File: config.mk
export PLATFORM = sky130hd
export DESIGN_NAME = fcw_ctrl
export DESIGN_NICKNAME = d
export VERILOG_FILES = /design/src/hdl/fcw_pkg.sv /design/src/hdl/fcw_ctrl.sv
export SDC_FILE = /design/constraint.sdc
export NUM_CORES = 1
export LEC_CHECK = 0
export ABC_AREA = 1
export BUFFER_PORTS_ARGS = -buffer_cell sky130_fd_sc_hd__buf_2
export CAP_MARGIN = 10
export CORE_AREA = 8 8 45 47
export DETAILED_ROUTE_END_ITERATION = 8
export DIE_AREA = 0 0 53 55
export PLACE_DENSITY_LB_ADDON = 0.2
export SETUP_SLACK_MARGIN = 0.2
export SLEW_MARGIN = 40
export SYNTH_ARGS = -nofsm -noshare
export SYNTH_HDL_FRONTEND = slang
export SYNTH_SLANG_ARGS = --single-unit
File: constraint.sdc
create_clock -name clock -period 2.25 [get_ports clock]
set_input_delay 0.1125 -clock clock [delete_from_list [all_inputs] [get_ports clock]]
set_output_delay 0.1125 -clock clock [all_outputs]
set_load 0.01 [all_outputs]
File: src/hdl/fcw_pkg.sv
package fcw_pkg;

   // Table store geometry and walk limit
   localparam int TABLE_BYTES = 8192;
   localparam int MAX_CHAIN   = 64;
   localparam int STORE_AW    = $clog2(TABLE_BYTES);

   // Field widths
   localparam int CLUSTER_W = 12;
   localparam int LBA_W     = 32;
   localparam int SPC_W     = 8;
   localparam int STEP_W    = 7;
   localparam int PROD_W    = CLUSTER_W + SPC_W;

   // First entry value that marks the end of a chain
   localparam logic [CLUSTER_W-1:0] END_MARK = 12'hFF8;
   // Lowest cluster number that maps to the data area
   localparam logic [CLUSTER_W-1:0] FIRST_CLUSTER = 12'd2;

   // Request actions
   localparam logic ACT_LOAD = 1'b0;
   localparam logic ACT_WALK = 1'b1;

   // Register indexes
   localparam logic REG_FIRST_DATA_LBA = 1'b0;
   localparam logic REG_CLUSTER_SIZE   = 1'b1;

   // Controller to datapath commands
   typedef struct packed {
      logic write;     // store one table byte from the request
      logic start;     // take start cluster, clear step count
      logic rd_lo;     // read low byte of the entry pair
      logic rd_hi;     // read high byte of the entry pair
      logic cap_lo;    // capture low byte
      logic cap_next;  // capture high byte and decode next entry
      logic mul;       // register (cluster - 2) * sectors_per_cluster
      logic load_out;  // load the result register
      logic advance;   // move to the next cluster
   } cmd_type;

   // Datapath to controller status
   typedef struct packed {
      logic bad;   // current cluster below 2
      logic last;  // current result ends the walk
   } sts_type;

endpackage

File: src/hdl/fcw_ctrl.sv
module fcw_ctrl (
   input  logic             clock,
   input  logic             reset,
   input  logic             req_valid,
   output logic             req_ready,
   input  logic             req_action,
   output logic             rsp_valid,
   input  logic             rsp_ready,
   output fcw_pkg::cmd_type cmd,
   input  fcw_pkg::sts_type sts
);

   typedef enum logic [2:0] {
      S_IDLE,
      S_CHECK,
      S_READ_LO,
      S_READ_HI,
      S_EMIT
   } state_type;

   state_type state_ff, state_in;
   logic      rsp_valid_ff, rsp_valid_in;
   logic      out_free;

   assign out_free = !rsp_valid_ff || rsp_ready;

   // Next state and commands
   always_comb begin
      state_in     = state_ff;
      rsp_valid_in = rsp_valid_ff;
      cmd          = '0;
      if (rsp_valid_ff && rsp_ready) begin
         rsp_valid_in = 1'b0;
      end
      unique case (state_ff)
         S_IDLE: begin
            if (req_valid) begin
               if (req_action == fcw_pkg::ACT_WALK) begin
                  cmd.start = 1'b1;
                  state_in  = S_CHECK;
               end else begin
                  cmd.write = 1'b1;
               end
            end
         end
         S_CHECK: begin
            if (sts.bad) begin
               state_in = S_EMIT;
            end else begin
               cmd.rd_lo = 1'b1;
               cmd.mul   = 1'b1;
               state_in  = S_READ_LO;
            end
         end
         S_READ_LO: begin
            cmd.cap_lo = 1'b1;
            cmd.rd_hi  = 1'b1;
            state_in   = S_READ_HI;
         end
         S_READ_HI: begin
            cmd.cap_next = 1'b1;
            state_in     = S_EMIT;
         end
         S_EMIT: begin
            if (out_free) begin
               cmd.load_out = 1'b1;
               rsp_valid_in = 1'b1;
               if (sts.last) begin
                  state_in = S_IDLE;
               end else begin
                  cmd.advance = 1'b1;
                  state_in    = S_CHECK;
               end
            end
         end
         default: state_in = S_IDLE;
      endcase
   end

   // State and response valid
   always_ff @(posedge clock) begin
      if (reset) begin
         state_ff     <= S_IDLE;
         rsp_valid_ff <= 1'b0;
      end else begin
         state_ff     <= state_in;
         rsp_valid_ff <= rsp_valid_in;
      end
   end

   assign req_ready = (state_ff == S_IDLE);
   assign rsp_valid = rsp_valid_ff;

   // Result register is only loaded when its previous result is gone
   a_no_overwrite: assert property (@(posedge clock) disable iff (reset)
      cmd.load_out |-> (!rsp_valid_ff || rsp_ready))
      else $error("result overwritten before it was taken");

   // A walk request always starts the cluster check
   a_walk_start: assert property (@(posedge clock) disable iff (reset)
      (req_valid && req_ready && req_action == fcw_pkg::ACT_WALK) |=> (state_ff == S_CHECK))
      else $error("walk request did not start a walk");

   // High byte read always follows the low byte read
   a_read_order: assert property (@(posedge clock) disable iff (reset)
      (state_ff == S_READ_HI) |-> ($past(state_ff) == S_READ_LO))
      else $error("entry bytes read out of order");

endmodule

==> impl_summary.log, run 1 <==
INFO  metric via_count_of_the_first_global_routing_pass = 271
INFO  metric yosysWarningCount = 0
INFO  metric cp.arrival = 1.12 ns
INFO  metric worstPathCellList = nor2_4 > nand2_1 > nor3b_2 > buf_2
INFO  metric fin_setup_tns = 0 ns
INFO  metric synth_adder_area_share = 0%
INFO  metric antenna_found_initial = 0
INFO  metric ys_async_sr_fraction = 0%
INFO  metric cts_hold_buffers = 0
INFO  metric postCtsResizedCells = 0
INFO  metric synth-xor-area-share = 0%
INFO  metric routed-via-count = 309
INFO  metric synth_compound_gate_area_share = 5.74%
INFO  metric placeableCoreArea = 0.00138 mm^2
INFO  metric worstPathBufferInverterCount = 1
INFO  metric static-leakage-power = 0.223 nW
INFO  metric top_usage_layer = met2
INFO  metric timing.fmax = 808 MHz
INFO  metric syn_nets = 49
INFO  metric critPathLaunchType = flop
INFO  metric rsz0062_at_grt = false
INFO  metric ys_types = 13
INFO  metric tritoncts = built
INFO  metric post_synth_instance_area = 262 um^2
INFO  metric powerDensity = 642 mW/mm^2
INFO  metric cts_max_path_buffers = 2
INFO  metric maxSlewViolCount = 0
INFO  metric place.gp.congestion = 0.613
INFO  metric layout_skew = 0.00588 ns
INFO  metric synth_seq_area_share = 30.6%
INFO  metric drt_iter0_drc = 3
INFO  metric synth_simple_gate_area_share = 43.5%
INFO  metric die_height = 55 um
INFO  metric postSynthAreaPerCell = 6.23 um^2
INFO  metric peakVddDrop = 0.195 mV
INFO  metric cts_num_sinks = 4
INFO  metric num-nets-final = 69
INFO  metric synth_mux_area_share = 0%
INFO  metric crit_family = simple AND/OR/NAND/NOR gates
INFO  metric outcome = finished clean
INFO  metric timing.max_cap.violations = 0
INFO  metric cts_made_buffers = 3
INFO  metric synth_top_family_by_area = simple AND/OR/NAND/NOR gates
INFO  metric gr-usage-met3 = 3.21%
INFO  metric wirelength = 657 um
INFO  metric area_delta_synth_final = 43.1%
INFO  metric crit_required = 2.14 ns
INFO  metric worst_setup_hold_path_clk_slew = 0.04 ns
INFO  metric postCtsSetupRepairBufs = 0
INFO  metric buffer_ports.inserted = 17
INFO  metric post_drt_wl_per_cell = 8.64 um
INFO  metric use_met1 = 3.80%
INFO  metric number_of_cells_produced_by_synthesis = 42
INFO  metric globalRouteOverflowTotal = 0
INFO  metric hold_ws = 0.0894 ns
INFO  metric die_width = 53 um
INFO  metric core.rowCount = 14
INFO  metric first_pass_iters = 4
INFO  metric grt.total_usage = 4.92%
INFO  metric synth_enable_flop_cells = 0
INFO  metric dieArea = 0.00292 mm^2
INFO  metric synth.cells.most_frequent = sky130_fd_sc_hd__inv_1, sky130_fd_sc_hd__nor2_1, sky130_fd_sc_hd__nand2_1
INFO  metric drive_above_1_share = 41.7%
INFO  metric grt_max_degree = 7
INFO  metric dp_hpwl = 589 um
INFO  metric fill_cells = 165
INFO  metric via_per_inst = 4.07
INFO  metric setup-violations-final = 0
INFO  metric ys_top_cells_by_area = sky130_fd_sc_hd__dfxtp_1, sky130_fd_sc_hd__inv_1, sky130_fd_sc_hd__nor2_1, sky130_fd_sc_hd__nand2_1, sky130_fd_sc_hd__nand3_1
INFO  metric route.antenna.remaining_nets = 0
INFO  metric io_pins = 18
INFO  metric worstPathMaxFanout = 5
INFO  metric ys_seq_elements = 4
INFO  metric cp_slowest_cell = sky130_fd_sc_hd__dfxtp_1
INFO  metric clk_lat_worst_skew = 0.23 ns
INFO  metric grt_first_pass_wirelength = 1.02 mm
INFO  metric initial_core_util = 18.9%
INFO  metric h-tree-depth = 1
INFO  metric worst_slew_pin_slew = 0.269 ns
INFO  metric layout_worst_path_cycle_share = 55.0%
INFO  metric synth_largest_type_area_fraction = 30.6%
INFO  metric slew_headroom = 82.0%
INFO  metric crit_path_max_incr_delay = 0.33 ns
INFO  metric clk_root_buf = sky130_fd_sc_hd__clkbuf_4
INFO  metric synth.largest_area_cell = sky130_fd_sc_hd__dfxtp_1
INFO  metric num_antenna_cells = 0
INFO  metric drt_drc_violations_left = 0
INFO  metric dominantRegCellSynth = sky130_fd_sc_hd__dfxtp_1
INFO  metric timing.final.crit_period = 1.24 ns
INFO  metric endpoint_kind = primary output
INFO  metric area.sequential = 80.1 um^2
INFO  metric holdCritPathClass = input pin to flop
INFO  metric multiInputGateArea = 129 um^2
INFO  metric hold_viol = 0
INFO  metric grt.met2_usage = 8.01%
INFO  metric timing_worst_setup_path_type = flop to primary output
final cells by class:
type	instances	share of cell area (%)
tap	16	5.35
multi-input combinational	26	34.4
clock buffer	3	6.02
sequential	4	21.4
timing repair buffer	17	22.7
inverter	10	10.0
per-layer routing:
| metal | wire length, um | vias to the layer above | share of wire (%) |
|---|---|---|---|
| li1 | - | 163 | - |
| met5 | 0 | - | 0 |
| met1 | 207 | 137 | 32 |
| met3 | 89 | 0 | 14 |
| met4 | 0 | 0 | 0 |
| met2 | 359 | 9 | 55 |
state kept, by name, summed over array words and instances (netlist names):
register,cells
state_ff,3
rsp_valid,1
report_power, final:
part	internal [mW]	leakage [nW]	total (mW)	switching [mW]
Combinational	0.0292	0.176	0.0697	0.0405
Clock	0.0595	0.0138	0.0868	0.0273
Sequential	0.0770	0.0326	0.0836	0.00657
Total	0.166	0.223	0.240	0.0744
kinds of logic (layout without fill, tap and decap cells):
logic type      Yosys count  in the layout
buf+inv                  12             30
simple gates             23             23
compound gates            3              3
flops                     4              4
worst register-to-register path, stage by stage (launching register included):
cell and delay [ns]:
sky130_fd_sc_hd__dfxtp_1 0.31, sky130_fd_sc_hd__inv_1 0.04, sky130_fd_sc_hd__nor2_1 0.22, sky130_fd_sc_hd__nand3_1 0.11, sky130_fd_sc_hd__nand3_1 0.09, sky130_fd_sc_hd__nor2_1 0.04
through the flow:
step	std cells	utilization, %	power [mW]	instance area [um^2]	setup WS, ns
after CTS	76	27.0	0.246	374	0.995
after floorplan	42	-	0.133	262	1.33
after global routing	76	27.0	0.259	374	0.891
after detailed placement	73	25.4	0.157	352	1.25
after global placement	73	25.4	0.157	352	1.26
final	76	27.0	0.240	374	1.01
worst paths after layout:
| check | start | endpoint | slack [ns] | depth (start not counted) |
|---|---|---|---|---|
| max reg2reg | rsp_valid$_SDFF_PP0_ | state_ff[0]$_SDFFE_PP0P_ | 1.35 | 5 |
| min | reset | state_ff[0]$_SDFFE_PP0P_ | 0.09 | 2 |
| max | state_ff[1]$_SDFFE_PP0P_ | cmd[8] | 1.01 | 4 |
| min reg2reg | state_ff[2]$_SDFFE_PP0P_ | rsp_valid$_SDFF_PP0_ | 0.54 | 2 |
cells in the final DEF (no fill, tap or decap):
master	instances
sky130_fd_sc_hd__a21oi_1	3
sky130_fd_sc_hd__clkbuf_4	3
sky130_fd_sc_hd__nor3_1	1
sky130_fd_sc_hd__inv_2	2
sky130_fd_sc_hd__nand2_2	1
sky130_fd_sc_hd__nor3b_2	1
sky130_fd_sc_hd__nor2_1	8
sky130_fd_sc_hd__nand3_1	4
sky130_fd_sc_hd__dfxtp_1	4
sky130_fd_sc_hd__nand4_1	1
sky130_fd_sc_hd__buf_2	17
sky130_fd_sc_hd__inv_1	8
sky130_fd_sc_hd__nor2_4	1
sky130_fd_sc_hd__nand2_1	6
(Power assumes the default switching activity.)
==> run 2, diff against run 1 <==
clock period = 1.2 ns   (was 2.25 ns; I/O delays follow)
==> impl_summary.log, run 2 (synthesis results as in run 1) <==
INFO  metric dieArea = 0.00292 mm^2 (unchanged)
INFO  metric setup-violations-final = 0 (unchanged)
INFO  metric largest_register_ffs = 3 (unchanged)
INFO  metric rsz0062_at_grt = true
INFO  metric die_height = 55 um (unchanged)
INFO  metric first_pass_iters = 4 (unchanged)
INFO  metric timing.final.crit_period = 1.12 ns
INFO  metric reg2reg_to = state_ff[2]$_SDFFE_PP0P_
INFO  metric largest-register = state_ff
INFO  metric fin_setup_tns = 0 ns (unchanged)
INFO  metric worstPathBufferInverterCount = 1 (unchanged)
INFO  metric clk_root_buf = sky130_fd_sc_hd__clkbuf_4
INFO  metric crit_path_max_incr_delay = 0.33 ns (about the same)
INFO  metric die_width = 53 um (unchanged)
INFO  metric hold_viol = 0 (unchanged)
INFO  metric r2r_setup_slack = 0.24 ns (-1.11 ns)
INFO  metric dp_hpwl = 591 um (+0.41%)
INFO  metric static-leakage-power = 0.243 nW (+9.2%)
INFO  metric initial_core_util = 18.9% (unchanged)
INFO  metric crit_reg_reg_startpoint = state_ff[0]$_SDFFE_PP0P_
INFO  metric core.rowCount = 14 (unchanged)
INFO  metric final_area = 438 um^2 (+17%)
INFO  metric drt_iter0_drc = 4 (+1)
INFO  metric postPlaceCellArea = 352 um^2 (unchanged)
INFO  metric route.antenna.remaining_nets = 0 (unchanged)
INFO  metric timing_worst_setup_path_type = flop to primary output
INFO  metric final_common_cell = sky130_fd_sc_hd__buf_2
INFO  metric via_per_inst = 3.99 (-1.9%)
INFO  metric wirelength = 716 um (+9.0%)
INFO  metric worstPathMaxFanout = 4 (-1)
INFO  metric h-tree-depth = 1 (unchanged)
INFO  metric hold_ws = 0.0275 ns (-0.0619 ns)
INFO  metric cts_max_path_buffers = 2 (unchanged)
INFO  metric grt_first_pass_wirelength = 1.10 mm (+8.1%)
INFO  metric crit_end = cmd[8]
INFO  metric worstPathCellList = nor2_4 > nand2_2 > nor3b_2 > buf_2
INFO  metric critPathLaunchType = flop
INFO  metric cp_slowest_cell = sky130_fd_sc_hd__dfxtp_2
INFO  metric cts_num_sinks = 4 (unchanged)
INFO  metric cts_hold_buffers = 0 (unchanged)
INFO  metric cp.arrival = 1.06 ns (-0.06 ns)
INFO  metric slew_headroom = 86.4% (+4.4 points)
INFO  metric crit_required = 1.14 ns (-1.00 ns)
INFO  metric io_pins = 18 (unchanged)
INFO  metric critical_path_cell_count = 4 (unchanged)
INFO  metric peakVddDrop = 0.364 mV (+87%)
INFO  metric buffer_ports.inserted = 17 (unchanged)
INFO  metric worst_slew_pin_slew = 0.203 ns (-0.0659 ns)
INFO  metric clk_lat_worst_skew = 0.23 ns (about the same)
INFO  metric cp-startpoint = state_ff[0]$_SDFFE_PP0P_
INFO  metric antenna_found_initial = 0 (unchanged)
INFO  metric endpoint_kind = primary output
INFO  metric crit_family = simple AND/OR/NAND/NOR gates
INFO  metric drive_above_1_share = 60.9% (+19 points)
INFO  metric finish.utilization = 31.6% (+4.6 points)
INFO  metric grt.total_usage = 5.25% (+0.33 points)
INFO  metric worst_setup_hold_path_clk_slew = 0.04 ns (about the same)
INFO  metric outcome = finished clean
INFO  metric num_antenna_cells = 0 (unchanged)
INFO  metric cts_made_buffers = 3 (unchanged)
INFO  metric timing.fmax = 893 MHz
INFO  metric placeableCoreArea = 0.00138 mm^2 (unchanged)
INFO  metric num-nets-final = 73 (+5.8%)
INFO  metric rr_worst_depth = 6 (+1)
INFO  metric layout_skew = 0.00148 ns (-0.00440 ns)
INFO  metric layout_common_cells = sky130_fd_sc_hd__buf_2, sky130_fd_sc_hd__nor2_1, sky130_fd_sc_hd__inv_1, sky130_fd_sc_hd__nand2_1, sky130_fd_sc_hd__buf_4
INFO  metric tritoncts = built
INFO  metric fill_cells = 159 (-3.6%)
INFO  metric layout_worst_path_cycle_share = 93.3%
INFO  metric place.gp.congestion = 0.608 (-0.82%)
INFO  metric powerDensity = 1100 mW/mm^2 (+72%)
INFO  metric via_count_of_the_first_global_routing_pass = 294 (+8.5%)
INFO  metric maxSlewViolCount = 0 (unchanged)
INFO  metric grt_max_degree = 7 (unchanged)
INFO  metric holdCritPathClass = input pin to flop
INFO  metric timing.max_cap.violations = 0 (unchanged)
INFO  metric globalRouteOverflowTotal = 0 (unchanged)
INFO  metric post_drt_wl_per_cell = 8.95 um (+3.5%)
INFO  metric area_delta_synth_final = 67.5%
INFO  metric routed-via-count = 319 (+3.2%)
INFO  metric drt_drc_violations_left = 0 (unchanged)
[run 2: changes by cell type in the layout (fill, tap and decap cells not counted), sizes merged]
cell / before / now
buf: 17 / 21
[run 2: per-layer routing]
layer	vias up	GRT usage (%)	routed length, um
met5	-	0	0
met4	0	5.17	0
met3	0	2.67	92
met2	7	9.77	411
met1	139	3.65	212
li1	173	-	-
[run 2: power by group]
part / switching (mW) / internal (mW)
clock: 0.0483 / 0.111
sequential: 0.0138 / 0.145
combinational: 0.0867 / 0.0771
total: 0.149 / 0.334
[run 2: how the worst min path moves through the flow]
| stage | startpoint | end | slack [ns] | cells past startpoint |
|---|---|---|---|---|
| final | reset | state_ff[1]$_SDFFE_PP0P_ | 0.03 | 2 |
| after global routing | reset | state_ff[1]$_SDFFE_PP0P_ | 0.03 | 2 |
| after CTS | reset | state_ff[1]$_SDFFE_PP0P_ | 0.02 | 2 |
| after detailed placement | reset | state_ff[1]$_SDFFE_PP0P_ | 0.28 | 2 |
| after global placement | reset | state_ff[2]$_SDFFE_PP0P_ | 0.28 | 2 |
| after floorplan | reset | rsp_valid$_SDFF_PP0_ | 0.13 | 1 |
[run 2: area by class of cell]
class,instances,area (um^2),area share [%]
inverter,10,40.0,9.14
sequential,4,86.3,19.7
clock buffer,3,22.5,5.14
timing repair buffer,21,121,27.7
multi-input combinational,26,148,33.7
tap,16,20.0,4.57
[run 2: metrics by stage]
step,power (mW),setup slack (ns),std cells
floorplan,0.249,0.300,42
global placement,0.294,0.265,73
detailed placement,0.294,0.254,73
CTS,0.491,0.0568,79
global route,0.522,-0.00198,80
finish,0.483,0.0805,80
[run 2: repair_timing]
| item | 4_1_cts | 5_1_grt |
|---|---|---|
| gates resized for setup | 9 | 4 |
| buffers inserted | 3 | 1 |
| setup endpoints to repair | 10 | 12 |
| pin swaps | 2 | 2 |
